File: config.mk
export PLATFORM = sky130hd
export DESIGN_NAME = sincos_encoder_angle_tracker_top
export DESIGN_NICKNAME = d
export VERILOG_FILES = /design/src/design/sct_pkg.sv /design/src/design/sincos_encoder_angle_tracker_top.sv /design/src/design/sct_window.sv /design/src/design/sct_cordic.sv /design/src/design/sct_divider.sv
export SDC_FILE = /design/constraint.sdc
export NUM_CORES = 2
export LEC_CHECK = 0
export BUFFER_PORTS_ARGS = -buffer_cell sky130_fd_sc_hd__buf_2
export CELL_PAD_IN_SITES_DETAIL_PLACEMENT = 0
export CELL_PAD_IN_SITES_GLOBAL_PLACEMENT = 1
export CORE_ASPECT_RATIO = 1.1
export CORE_MARGIN = 2
export CORE_UTILIZATION = 40
export DETAILED_ROUTE_END_ITERATION = 7
export GPL_ROUTABILITY_DRIVEN = 1
export PLACE_DENSITY_LB_ADDON = 0.1
export SLEW_MARGIN = 15
export SYNTH_ARGS = -nofsm -noshare
export SYNTH_HDL_FRONTEND = slang
export SYNTH_SLANG_ARGS = --single-unit
File: constraint.sdc
create_clock -name clk -period 6.4 [get_ports clk]
set_input_delay 1.28 -clock clk [delete_from_list [all_inputs] [get_ports clk]]
set_output_delay 1.28 -clock clk [all_outputs]
set_load 0.01 [all_outputs]
File: src/design/sct_pkg.sv
`timescale 1ns / 1ps
`default_nettype none

package sct_pkg;

  localparam int SAMPLE_W       = 10;
  localparam int GEAR_W         = 8;
  localparam int MID_W          = 10;
  localparam int CFG_DATA_W     = 10;
  localparam int CFG_INDEX_W    = 1;
  localparam int ANGLE_BITS     = 16;
  localparam int DEF_WINDOW     = 10;
  localparam int DEF_TOTAL_BITS = 40;

  localparam logic [CFG_INDEX_W-1:0] REG_GEAR_REDUCTION = 1'd0;
  localparam logic [CFG_INDEX_W-1:0] REG_ADC_MIDPOINT   = 1'd1;

  localparam logic [GEAR_W-1:0] GEAR_RESET = 8'd36;
  localparam logic [MID_W-1:0]  MID_RESET  = 10'd512;

  localparam int CORDIC_STEPS   = 24;
  localparam int STEP_W         = $clog2(CORDIC_STEPS);
  localparam int PRESCALE_SHIFT = 12;
  localparam int TURN_W         = 32;

  typedef struct packed {
    logic                  done;
    logic [ANGLE_BITS-1:0] angle;
  } sct_angle_res_t;

  // atan(2^-i) as a 32-bit fraction of a turn
  function automatic logic [TURN_W-1:0] atan_turn(input logic [STEP_W-1:0] i);
    logic [TURN_W-1:0] v;
    case (i)
      5'd0:    v = 32'd536870912;
      5'd1:    v = 32'd316933406;
      5'd2:    v = 32'd167458907;
      5'd3:    v = 32'd85004756;
      5'd4:    v = 32'd42667331;
      5'd5:    v = 32'd21354465;
      5'd6:    v = 32'd10679838;
      5'd7:    v = 32'd5340245;
      5'd8:    v = 32'd2670163;
      5'd9:    v = 32'd1335087;
      5'd10:   v = 32'd667544;
      5'd11:   v = 32'd333772;
      5'd12:   v = 32'd166886;
      5'd13:   v = 32'd83443;
      5'd14:   v = 32'd41722;
      5'd15:   v = 32'd20861;
      5'd16:   v = 32'd10430;
      5'd17:   v = 32'd5215;
      5'd18:   v = 32'd2608;
      5'd19:   v = 32'd1304;
      5'd20:   v = 32'd652;
      5'd21:   v = 32'd326;
      5'd22:   v = 32'd163;
      5'd23:   v = 32'd81;
      default: v = '0;
    endcase
    return v;
  endfunction

endpackage

`default_nettype wire

File: src/design/sincos_encoder_angle_tracker_top.sv
// sine/cosine encoder angle tracker
//
// input channel (in_valid/in_ready) takes one sine and one cosine converter
// sample per transaction. output channel (out_valid/out_ready) gives one
// result per input: shaft angle, single-turn motor angle and a flag that is
// set when the multi-turn total sits at its limit.
// configuration: cfg_write with cfg_index 0 sets gear_reduction, 1 sets
// adc_midpoint; write only while no transaction is in flight.
// one item at a time: in_ready is high only while the sequencer is idle.
// an item passes from acceptance to out_valid through the window update,
// the iterative cordic unit (24 micro-rotations), the accumulation of the
// total, the bit-serial divider, the output state and the load of the output
// register; the cordic rotations are skipped when either centred sum is zero.
// a new item is taken only once the previous one has left the output state.
// the output register frees the input side: a new item is accepted while
// a result waits; its own result is held back until the receiver takes the
// previous one.
// reset clears the sample windows, sums, previous angle and total, and
// loads gear_reduction = 36 and adc_midpoint = 512.
`timescale 1ns / 1ps
`default_nettype none

module sincos_encoder_angle_tracker_top
  import sct_pkg::*;
#(
  parameter int WINDOW     = DEF_WINDOW,
  parameter int TOTAL_BITS = DEF_TOTAL_BITS
) (
  input  wire logic                   clk,
  input  wire logic                   rst,
  input  wire logic                   cfg_write,
  input  wire logic [CFG_INDEX_W-1:0] cfg_index,
  input  wire logic [CFG_DATA_W-1:0]  cfg_data,
  input  wire logic                   in_valid,
  output logic                        in_ready,
  input  wire logic [SAMPLE_W-1:0]    sin_sample,
  input  wire logic [SAMPLE_W-1:0]    cos_sample,
  output logic                        out_valid,
  input  wire logic                   out_ready,
  output logic [ANGLE_BITS-1:0]       shaft_angle,
  output logic [ANGLE_BITS-1:0]       motor_angle,
  output logic                        total_saturated
);

  localparam int SUM_W = $clog2(WINDOW*((1<<SAMPLE_W)-1)+1);

  localparam logic [2:0] S_IDLE   = 3'd0;
  localparam logic [2:0] S_WIN    = 3'd1;
  localparam logic [2:0] S_CORDIC = 3'd2;
  localparam logic [2:0] S_DIV    = 3'd3;
  localparam logic [2:0] S_OUT    = 3'd4;

  localparam logic signed [TOTAL_BITS-1:0] TOTAL_MAX = {1'b0, {(TOTAL_BITS-1){1'b1}}};
  localparam logic signed [TOTAL_BITS-1:0] TOTAL_MIN = {1'b1, {(TOTAL_BITS-1){1'b0}}};

  logic [2:0]                    state;
  logic [GEAR_W-1:0]             gear_reduction;
  logic [MID_W-1:0]              adc_midpoint;
  logic [ANGLE_BITS-1:0]         prev_angle;
  logic signed [TOTAL_BITS-1:0]  total;
  logic                          sat_flag;
  logic [ANGLE_BITS-1:0]         motor_hold;
  logic                          cordic_start;
  logic                          div_start;

  logic                          accept;
  logic                          win_done;
  logic [SUM_W-1:0]              sin_sum;
  logic [SUM_W-1:0]              cos_sum;
  logic [SUM_W-1:0]              offset;
  logic signed [SUM_W:0]         x_off;
  logic signed [SUM_W:0]         y_off;
  sct_angle_res_t                cord_res;
  logic                          div_done;
  logic [ANGLE_BITS-1:0]         quotient;
  logic [GEAR_W-1:0]             divisor;

  logic signed [ANGLE_BITS-1:0]  delta;
  logic signed [TOTAL_BITS:0]    total_sum;
  logic signed [TOTAL_BITS-1:0]  total_next;
  logic                          out_load;

  assign accept   = in_valid && in_ready;
  assign in_ready = (state == S_IDLE);
  assign out_load = (state == S_OUT) && (!out_valid || out_ready);

  assign offset = SUM_W'(WINDOW) * SUM_W'(adc_midpoint);
  assign y_off  = $signed({1'b0, sin_sum}) - $signed({1'b0, offset});
  assign x_off  = $signed({1'b0, cos_sum}) - $signed({1'b0, offset});

  assign divisor = (gear_reduction == '0) ? GEAR_W'(1) : gear_reduction;

  // wrapped change, half a turn reads as minus half
  assign delta     = $signed(cord_res.angle - prev_angle);
  assign total_sum = $signed({total[TOTAL_BITS-1], total}) + (TOTAL_BITS+1)'(delta);

  always_comb begin
    if (total_sum[TOTAL_BITS] != total_sum[TOTAL_BITS-1]) begin
      total_next = total_sum[TOTAL_BITS] ? TOTAL_MIN : TOTAL_MAX;
    end else begin
      total_next = total_sum[TOTAL_BITS-1:0];
    end
  end

  sct_window #(
    .WINDOW (WINDOW)
  ) u_window (
    .clk     (clk),
    .rst     (rst),
    .start   (accept),
    .sin_in  (sin_sample),
    .cos_in  (cos_sample),
    .done    (win_done),
    .sin_sum (sin_sum),
    .cos_sum (cos_sum)
  );

  sct_cordic #(
    .SUM_W (SUM_W)
  ) u_cordic (
    .clk   (clk),
    .rst   (rst),
    .start (cordic_start),
    .x_in  (x_off),
    .y_in  (y_off),
    .res   (cord_res)
  );

  sct_divider #(
    .TOTAL_BITS (TOTAL_BITS)
  ) u_divider (
    .clk      (clk),
    .rst      (rst),
    .start    (div_start),
    .dividend (total),
    .divisor  (divisor),
    .done     (div_done),
    .quotient (quotient)
  );

  always_ff @(posedge clk) begin
    if (rst) begin
      gear_reduction <= GEAR_RESET;
      adc_midpoint   <= MID_RESET;
    end else if (cfg_write) begin
      case (cfg_index)
        REG_GEAR_REDUCTION: gear_reduction <= cfg_data[GEAR_W-1:0];
        REG_ADC_MIDPOINT:   adc_midpoint   <= cfg_data[MID_W-1:0];
        default: ;
      endcase
    end
  end

  always_ff @(posedge clk) begin
    if (rst) begin
      state        <= S_IDLE;
      prev_angle   <= '0;
      total        <= '0;
      cordic_start <= 1'b0;
      div_start    <= 1'b0;
      out_valid    <= 1'b0;
    end else begin
      cordic_start <= 1'b0;
      div_start    <= 1'b0;
      if (out_load) begin
        out_valid <= 1'b1;
      end else if (out_ready) begin
        out_valid <= 1'b0;
      end
      case (state)
        S_IDLE: begin
          if (accept) begin
            state <= S_WIN;
          end
        end
        S_WIN: begin
          if (win_done) begin
            cordic_start <= 1'b1;
            state        <= S_CORDIC;
          end
        end
        S_CORDIC: begin
          if (cord_res.done) begin
            total      <= total_next;
            prev_angle <= cord_res.angle;
            div_start  <= 1'b1;
            state      <= S_DIV;
          end
        end
        S_DIV: begin
          if (div_done) begin
            state <= S_OUT;
          end
        end
        S_OUT: begin
          if (out_load) begin
            state <= S_IDLE;
          end
        end
        default: state <= S_IDLE;
      endcase
    end
  end

  always_ff @(posedge clk) begin
    if ((state == S_CORDIC) && cord_res.done) begin
      motor_hold <= cord_res.angle;
      sat_flag   <= (total_next == TOTAL_MAX) || (total_next == TOTAL_MIN);
    end
    if (out_load) begin
      shaft_angle     <= quotient;
      motor_angle     <= motor_hold;
      total_saturated <= sat_flag;
    end
  end

  a_accept_blocks: assert property (@(posedge clk) disable iff (rst)
    accept |=> !in_ready)
    else $error("input taken while an item is in flight");

  a_cordic_in_state: assert property (@(posedge clk) disable iff (rst)
    cord_res.done |-> (state == S_CORDIC))
    else $error("cordic result outside its sequencer state");

  a_div_in_state: assert property (@(posedge clk) disable iff (rst)
    div_done |-> (state == S_DIV))
    else $error("divider result outside its sequencer state");

  a_out_loaded: assert property (@(posedge clk) disable iff (rst)
    out_load |=> (out_valid && (state == S_IDLE)))
    else $error("result register not loaded on leaving output state");

endmodule

`default_nettype wire

File: src/design/sct_window.sv
`timescale 1ns / 1ps
`default_nettype none

module sct_window
  import sct_pkg::*;
#(
  parameter int WINDOW = DEF_WINDOW
) (
  input  wire logic                clk,
  input  wire logic                rst,
  input  wire logic                start,
  input  wire logic [SAMPLE_W-1:0] sin_in,
  input  wire logic [SAMPLE_W-1:0] cos_in,
  output logic                     done,
  output logic [$clog2(WINDOW*((1<<SAMPLE_W)-1)+1)-1:0] sin_sum,
  output logic [$clog2(WINDOW*((1<<SAMPLE_W)-1)+1)-1:0] cos_sum
);

  localparam int SUM_W = $clog2(WINDOW*((1<<SAMPLE_W)-1)+1);
  localparam int POS_W = (WINDOW > 1) ? $clog2(WINDOW) : 1;

  logic [SAMPLE_W-1:0] sin_mem [WINDOW];
  logic [SAMPLE_W-1:0] cos_mem [WINDOW];
  logic [WINDOW-1:0]   filled;
  logic [POS_W-1:0]    pos;
  logic                update;
  logic [SAMPLE_W-1:0] sin_new;
  logic [SAMPLE_W-1:0] cos_new;
  logic [SAMPLE_W-1:0] sin_old;
  logic [SAMPLE_W-1:0] cos_old;

  always_ff @(posedge clk) begin
    if (update) begin
      sin_mem[pos] <= sin_new;
      cos_mem[pos] <= cos_new;
    end
  end

  // registered read of the slot that is about to be overwritten
  always_ff @(posedge clk) begin
    if (start) begin
      sin_new <= sin_in;
      cos_new <= cos_in;
      sin_old <= filled[pos] ? sin_mem[pos] : '0;
      cos_old <= filled[pos] ? cos_mem[pos] : '0;
    end
  end

  always_ff @(posedge clk) begin
    if (rst) begin
      filled  <= '0;
      pos     <= '0;
      update  <= 1'b0;
      done    <= 1'b0;
      sin_sum <= '0;
      cos_sum <= '0;
    end else begin
      update <= start;
      done   <= update;
      if (update) begin
        sin_sum     <= sin_sum - SUM_W'(sin_old) + SUM_W'(sin_new);
        cos_sum     <= cos_sum - SUM_W'(cos_old) + SUM_W'(cos_new);
        filled[pos] <= 1'b1;
        if (pos == POS_W'(WINDOW - 1)) begin
          pos <= '0;
        end else begin
          pos <= pos + 1'b1;
        end
      end
    end
  end

endmodule

`default_nettype wire

File: src/design/sct_cordic.sv
`timescale 1ns / 1ps
`default_nettype none

module sct_cordic
  import sct_pkg::*;
#(
  parameter int SUM_W = 14
) (
  input  wire logic                    clk,
  input  wire logic                    rst,
  input  wire logic                    start,
  input  wire logic signed [SUM_W:0]   x_in,
  input  wire logic signed [SUM_W:0]   y_in,
  output sct_angle_res_t               res
);

  localparam int CW = SUM_W + 15;
  localparam logic [ANGLE_BITS-1:0] HALF_TURN    = ANGLE_BITS'(1) << (ANGLE_BITS - 1);
  localparam logic [ANGLE_BITS-1:0] QUARTER_TURN = ANGLE_BITS'(1) << (ANGLE_BITS - 2);
  localparam logic [TURN_W-1:0]     ROUND_HALF   = TURN_W'(1) << (TURN_W - 1 - ANGLE_BITS);

  logic                    busy;
  logic                    fin;
  logic                    done;
  logic [STEP_W-1:0]       step;
  logic signed [CW-1:0]    x;
  logic signed [CW-1:0]    y;
  logic [TURN_W-1:0]       z;
  logic [ANGLE_BITS-1:0]   angle;

  logic signed [CW-1:0]    x_ext;
  logic signed [CW-1:0]    y_ext;
  logic signed [CW-1:0]    dx;
  logic signed [CW-1:0]    dy;
  logic [TURN_W-1:0]       z_round;
  logic                    special;
  logic [ANGLE_BITS-1:0]   special_angle;

  assign x_ext   = CW'(x_in) <<< PRESCALE_SHIFT;
  assign y_ext   = CW'(y_in) <<< PRESCALE_SHIFT;
  assign dx      = y >>> step;
  assign dy      = x >>> step;
  assign z_round = z + ROUND_HALF;
  assign special = (x_in == '0) || (y_in == '0);

  always_comb begin
    if (y_in == '0) begin
      special_angle = (x_in < 0) ? HALF_TURN : '0;
    end else if (y_in > 0) begin
      special_angle = QUARTER_TURN;
    end else begin
      special_angle = HALF_TURN + QUARTER_TURN;
    end
  end

  always_ff @(posedge clk) begin
    if (rst) begin
      busy <= 1'b0;
      fin  <= 1'b0;
      done <= 1'b0;
      step <= '0;
    end else begin
      done <= 1'b0;
      fin  <= 1'b0;
      if (start) begin
        done <= special;
        busy <= !special;
        step <= '0;
      end else if (busy) begin
        if (step == STEP_W'(CORDIC_STEPS - 1)) begin
          busy <= 1'b0;
          fin  <= 1'b1;
        end else begin
          step <= step + 1'b1;
        end
      end
      if (fin) begin
        done <= 1'b1;
      end
    end
  end

  always_ff @(posedge clk) begin
    if (start) begin
      // left half plane folds onto the right one, starting at half a turn
      if (x_in < 0) begin
        x <= -x_ext;
        y <= -y_ext;
        z <= TURN_W'(1) << (TURN_W - 1);
      end else begin
        x <= x_ext;
        y <= y_ext;
        z <= '0;
      end
      angle <= special_angle;
    end else if (busy) begin
      if (y > 0) begin
        x <= x + dx;
        y <= y - dy;
        z <= z + atan_turn(step);
      end else begin
        x <= x - dx;
        y <= y + dy;
        z <= z - atan_turn(step);
      end
    end else if (fin) begin
      angle <= z_round[TURN_W-1 -: ANGLE_BITS];
    end
  end

  assign res = {done, angle};

endmodule

`default_nettype wire

File: src/design/sct_divider.sv
`timescale 1ns / 1ps
`default_nettype none

module sct_divider
  import sct_pkg::*;
#(
  parameter int TOTAL_BITS = DEF_TOTAL_BITS
) (
  input  wire logic                         clk,
  input  wire logic                         rst,
  input  wire logic                         start,
  input  wire logic signed [TOTAL_BITS-1:0] dividend,
  input  wire logic [GEAR_W-1:0]            divisor,
  output logic                              done,
  output logic [ANGLE_BITS-1:0]             quotient
);

  localparam int CNT_W = $clog2(TOTAL_BITS);

  logic                  busy;
  logic                  fin;
  logic                  neg;
  logic [CNT_W-1:0]      cnt;
  logic [TOTAL_BITS-1:0] mag;
  logic [GEAR_W-1:0]     rem;

  logic [GEAR_W:0]       rem_sh;
  logic [GEAR_W:0]       rem_sub;
  logic                  ge;
  logic [ANGLE_BITS-1:0] q_low;

  assign rem_sh  = {rem, mag[TOTAL_BITS-1]};
  assign rem_sub = rem_sh - {1'b0, divisor};
  assign ge      = rem_sh >= {1'b0, divisor};
  assign q_low   = mag[ANGLE_BITS-1:0];

  always_ff @(posedge clk) begin
    if (rst) begin
      busy <= 1'b0;
      fin  <= 1'b0;
      done <= 1'b0;
      cnt  <= '0;
    end else begin
      fin  <= 1'b0;
      done <= fin;
      if (start) begin
        busy <= 1'b1;
        cnt  <= '0;
      end else if (busy) begin
        if (cnt == CNT_W'(TOTAL_BITS - 1)) begin
          busy <= 1'b0;
          fin  <= 1'b1;
        end else begin
          cnt <= cnt + 1'b1;
        end
      end
    end
  end

  // restoring division of the magnitude, quotient bits shift in behind the dividend
  always_ff @(posedge clk) begin
    if (start) begin
      neg <= dividend < 0;
      mag <= (dividend < 0) ? TOTAL_BITS'(-dividend) : TOTAL_BITS'(dividend);
      rem <= '0;
    end else if (busy) begin
      mag <= {mag[TOTAL_BITS-2:0], ge};
      rem <= ge ? rem_sub[GEAR_W-1:0] : rem_sh[GEAR_W-1:0];
    end
    if (fin) begin
      // floor for negative totals: -q when exact, -q-1 otherwise
      quotient <= neg ? (~q_low + ANGLE_BITS'(rem == '0)) : q_low;
    end
  end

endmodule

`default_nettype wire
# Word level (Yosys, flattened, before mapping)
# Memories as Yosys holds them, arrays and structs flattened. A register that Yosys moved wholly into a read port is not among the register bits.
# Index checks and enable logic that the tools add are counted.
# totals
ff_bits	382
ramBits	200
rom_bits	1920
inputBits	36
word_cells	195
memories	4
# memory_table
name	words	word_bits	read_ports	rd_ports_with_merged_regs	wr	line	rtl
(name not given)	32	30	1	1	0	sct_pkg.sv:34	case (i)
(name not given)	32	30	1	1	0	sct_pkg.sv:34	
u_window.cos_mem	10	10	1	1	1	sct_window.sv:23	logic [SAMPLE_W-1:0] cos_mem [WINDOW];
u_window.sin_mem	10	10	1	1	1	sct_window.sv:22	logic [SAMPLE_W-1:0] sin_mem [WINDOW];
# op_classes
add_sub_neg	23
mul	1
magnitude_cmp	7
eq_ne	16
shifts	2
muxes	63
n_bitwise	9
n_reduce_logical	33
# ops
op	count
2-to-1 mux 32 bit	10
2-to-1 mux 29 bit	8
2-to-1 mux 40 bit	5
2-to-1 mux 16 bit	7
== test 40 bit, second input constant	2
adder 29 bit	2
negator 27 -> 29 bit	2
>>> shifter 29 x 5 -> 29 bit	2
subtractor 29 bit	2
adder 40 x 16 -> 41 bit	1
less-than comparator 40 x 1 -> 1 bit, second input constant	1
negator 40 bit	1
adder 32 x 16 -> 32 bit, second input constant	1
adder 32 bit	1
subtractor 32 bit	1
zero test 15 bit	2
subtractor 14 x 14 -> 15 bit	2
> comparator 29 x 1 -> 1 bit, second input constant	1
adder 14 x 10 -> 14 bit	2
subtractor 14 x 10 -> 14 bit	2
2-to-1 mux 5 bit	4
2-to-1 mux 1 bit	18
adder 16 x 1 -> 16 bit	1
zero test 8 bit	2
38 further kinds	74

# Logic depth before layout (Yosys ltp)
# logic_depth
ltp_word	8
mapped_depth	32

# Cells and area by module
# Synthesis repeated with hierarchy kept, for this count alone.
# unflattened
hier_cells	4388
area_unflattened_um2	43708.2
# by_module_without_submodules
mod	n_inst	cells_each	area_per_inst_um2
sct_cordic	1	1874	16420.7
sct_window	1	817	12380.6
sincos_encoder_angle_tracker_top	1	1226	10233.6
sct_divider	1	471	4673.2

# Least setup slack after synthesis
# No wires, ideal clock.
# synth_timing
path_type	reg2reg
from	reg u_cordic.angle[1]
to	reg sat_flag, data pin
setup_time_ns	0.158
t_arrival_ns	6.605
setup_slack_ns	-0.362
stages_incl_launch_ff	28
path_buffers	1
cell_sequence	edfxtp_1 -> ha_1 -> nor2b_1 -> o21ai_0 -> a21boi_0 -> o21ai_0 -> a21boi_0 -> o21ai_0 -> a21boi_0 -> o21ai_0 -> a21oi_1 -> a211o_1 -> a21oi_1 -> xnor2_1 -> ha_1 -> clkbuf_1 -> a21o_1 -> a21o_1 -> a21oi_1 -> o22ai_1 -> o2111a_1 -> o21ai_0 -> nand3b_1 -> xnor2_1 -> nand4_1 -> or4_1 -> or4b_1 -> o211ai_1
# synth_via
elab_chain_cells	6
# synth_rtl
element	line	rtl
from (decl)	sct_cordic.sv:29	logic [ANGLE_BITS-1:0] angle;
from (signal assigned)	sct_cordic.sv:95	angle <= special_angle;
from (signal assigned)	sct_cordic.sv:107	angle <= z_round[TURN_W-1 -: ANGLE_BITS];
subtractor 16 bit *	sincos_encoder_angle_tracker_top.sv:94	assign delta = $signed(cord_res.angle - prev_angle);
adder 40 x 16 -> 41 bit *	sincos_encoder_angle_tracker_top.sv:95	assign total_sum = $signed({total[TOTAL_BITS-1], total}) + (TOTAL_BITS+1)'(delta);
2-to-1 mux 40 bit / != test 1 bit (equally long branches)	sincos_encoder_angle_tracker_top.sv:99, sincos_encoder_angle_tracker_top.sv:98	
2-to-1 mux 40 bit *	sincos_encoder_angle_tracker_top.sv:98	if (total_sum[TOTAL_BITS] != total_sum[TOTAL_BITS-1]) begin
== test 40 bit	sincos_encoder_angle_tracker_top.sv:208	sat_flag <= (total_next == TOTAL_MAX) || (total_next == TOTAL_MIN);
logical OR 1 bit *	sincos_encoder_angle_tracker_top.sv:208	
to (signal assigned)	sincos_encoder_angle_tracker_top.sv:208	
to (decl)	sincos_encoder_angle_tracker_top.sv:61	logic sat_flag;
# Mark *: on every way between the ends. The rest lies on a longest branch, timed or not.
# A chain may end at the register's enable or synchronous reset.

# Worst setup path in the final report
# Ends and elaborated chain as after synthesis.

==> qor.yml <==
crit_type: "reg -> reg"
synth_xor_area_share_pct: 7.18
max_stage_delay_ns: 0.49
worstSkewPairLatency_ns: 0.69
setup_violations: 0
avgSynthCellArea_um2: 9.97
synth-edff-count: 453
cp_data_arrival_time_ns: 6.61
die_x_um: 311
synth_top_area_share_pct: 32.8
hp-class: "reg -> reg"
ys_warn_count: 0
area_growth_pct: 14.5
yosys.area_share.simple_pct: 13.9
nets: 4668
cts_max_path_buffers: 3
synth-compound-area-share_pct: 15.7
drt_iter0_markers: 2417
grt_pass1_vias: 30900
yosysSeqAreaShare_pct: 41.4
synth_fa_ha_area_share_pct: 8.80
synthArstFlopShare_pct: 0
port_buffers: 70
synth_top_family_by_area: "compound AO/OA/AOI/OAI gates"
start_util_pct: 40.5
hpwlAfterDp_um: 84300
drt-met1-wl_um: 54200
grt_pass1_wl_um: 179000
dr_wl_met2_um: 52200
powerDensity_mw_per_mm2: 227
syn_nets: 4461
clock_skew_ns: 0.0575
grt_overflow_total: 0
diodes: 0
cts.sinks: 632
via_per_inst: 5.52
path_delay_family: "compound AO/OA/AOI/OAI gates"
row_count: 123
dp_cells: 5649
fin_crit_ns: 6.10
synth.distinct_cells: 95
finalPower_mw: 10.8
ant_nets: 0
die_h_um: 342
fin_util_pct: 46.3
top_layer: "met4"
synth-main-ff-cell: "edfxtp_1"
cp_slowest_cell: "or4_4"
ios: 71
grtUsageTotal_pct: 21.2
hold_violations: 0
synth_top_cell_by_area: "edfxtp_1"
worstSetupStartpointType: "register"
cp_max_fo: 7
route.vias.total: 32000
grt_max_degree: 75
final_layout_size_suffix_gt1_share_pct: 15.3
yosys_register_bits: 632
cp-end-kind: "register"
worst-path-buf-inv: 1
cts-root-buf: "clkbuf_16"
stdcell_count: 5803
status: "completed"
maxSlewViolCount: 0
grt_setup_unrepaired: "yes"
fmax_mhz: 164
numCtsBuffers: 75
finalCritPeriodShare_pct: 95.3
required_ns: 6.92
crit_top_cell: "o21ai_1"
final_common_cell: "edfxtp_1"
cts_tree: "yes"
final_cell_mix: "edfxtp_1, nor2_1, nand2_1"
h-tree-depth: 3
max_slew_margin_pct: 29.9
finalSetupTns_ns: 0
firstDrtPassIters: 6
wl_per_cell_um: 19.8
drc_errors: 0
clk_pin_slew_ns: 0.06
synth_area_leaders: "edfxtp_1, dfxtp_1, ha_1, mux4_2, a21oi_1"
wl_um: 115000
worstMarginPinSlew_ns: 1.05
drv_cap: 0
dieArea_mm2: 0.106
antenna_found_initial: 2
vdd_ir_drop_max_mv: 0.226
syn_inst: 4158
place_congestion: 0.867
synthMuxAreaShare_pct: 9.00
dr_wl_met3_um: 5410
p_leak_nw: 18.4
core_mm2: 0.102
synth_area_mm2: 0.0415
## cells in the mapped netlist (33+ instances only)
master      n
nor2b_1    62
nor2_1    409
mux4_2    109
nor3_1     96
o31ai_1    36
dfxtp_1   179
nand2b_1   37
inv_1     222
xnor2_1   181
a21oi_1   323
ha_1      238
a211oi_1  105
edfxtp_1  453
or3_1      33
nand3_1    69
clkbuf_1  136
xor2_1    159
nand2_1   335
o21ai_0   216
a21o_1     99
mux2i_1    93
a31oi_1    35
nand4_1    33
## layout make-up
type,instances,area (µm²)
clock buffer,101,2060
clock inverter,39,434
fill,9874,55000
inverter,229,860
multi-input combinational,3109,22900
sequential,632,17200
tap,1375,1720
timing repair buffer,318,2300
## registers in the layout, indices dropped and copies added (netlist names), 14 cells and up, named ones only
name,cells
total,40
u_window.sin_mem,100
u_cordic.angle,16
shaft_angle,16
u_cordic.z,32
u_window.cos_sum,14
u_divider.mag,40
u_cordic.y,29
motor_angle,16
motor_hold,16
u_divider.quotient,16
u_window.sin_sum,14
u_window.cos_mem,100
prev_angle,16
u_cordic.x,29
## per-layer routing
metal / track usage, % / up-vias
met5: 0 / -
met4: 6.19 / 0
met3: 3.07 / 159
met2: 34.3 / 701
met1: 29.6 / 15400
li1: - / 15700
## power breakdown
group / total (mW) / internal [mW] / switching, mW
registers: 4.60 / 4.48 / 0.121
logic: 1.86 / 0.816 / 1.05
clock network: 4.29 / 2.43 / 1.86
total: 10.8 / 7.73 / 3.03
## repair_timing
action / in CTS / in global routing
buffers inserted: 1 / 13
setup endpoints to repair: 3 / 49
hold buffers: 0 / 0
resized for setup: 5 / 48
pin swaps: 0 / 15
## stage by stage
stage                     hold WS (ns)  setup slack, ns  area [µm²]
after floorplan                  0.400            0.128       41500
after global placement           0.403           -0.182       44700
after detailed placement         0.405           -0.126       44700
after CTS                        0.418          -0.0138       47200
after global routing             0.421           -0.119       47500
final                            0.415            0.301       47500
## final timing paths
| path | end | startpoint | cells after the start | slack, ns |
|---|---|---|---|---|
| worst max-delay path | sat_flag | u_cordic.angle[1] | 26 | 0.30 |
| worst min register to register | shaft_angle[7] | u_divider.quotient[7] | 0 | 0.42 |
| worst min-delay path | shaft_angle[7] | u_divider.quotient[7] | 0 | 0.42 |
| worst max register to register | sat_flag | u_cordic.angle[1] | 26 | 0.30 |
## cell families after synthesis
kind of cell,count (synthesis)
adder cells (fa/ha/maj),276
AO/OA/AOI/OAI,1033
multiplexers,233
XOR/XNOR,340
flip-flops,632
AND/OR/NAND/NOR,1227
buffers and inverters,417
## worst register-to-register path: stages (launching register included)
cell,delay (ns)
edfxtp_1,0.39
ha_1,0.27
nor2b_1,0.12
o21ai_0,0.19
a21boi_0,0.14
o21ai_1,0.19
a21boi_1,0.11
o21ai_1,0.17
a21boi_1,0.11
o21ai_1,0.19
a21oi_2,0.11
a211o_1,0.30
a21oi_4,0.23
xnor2_4,0.16
buf_4,0.17
ha_1,0.28
a21o_1,0.19
a31oi_2,0.19
o211ai_1,0.14
and2_1,0.20
xor2_1,0.16
or4_4,0.49
nor4_2,0.28
nand3_1,0.13
or4_1,0.47
or4b_1,0.47
o211ai_1,0.10
(Power assumes the default switching activity.)
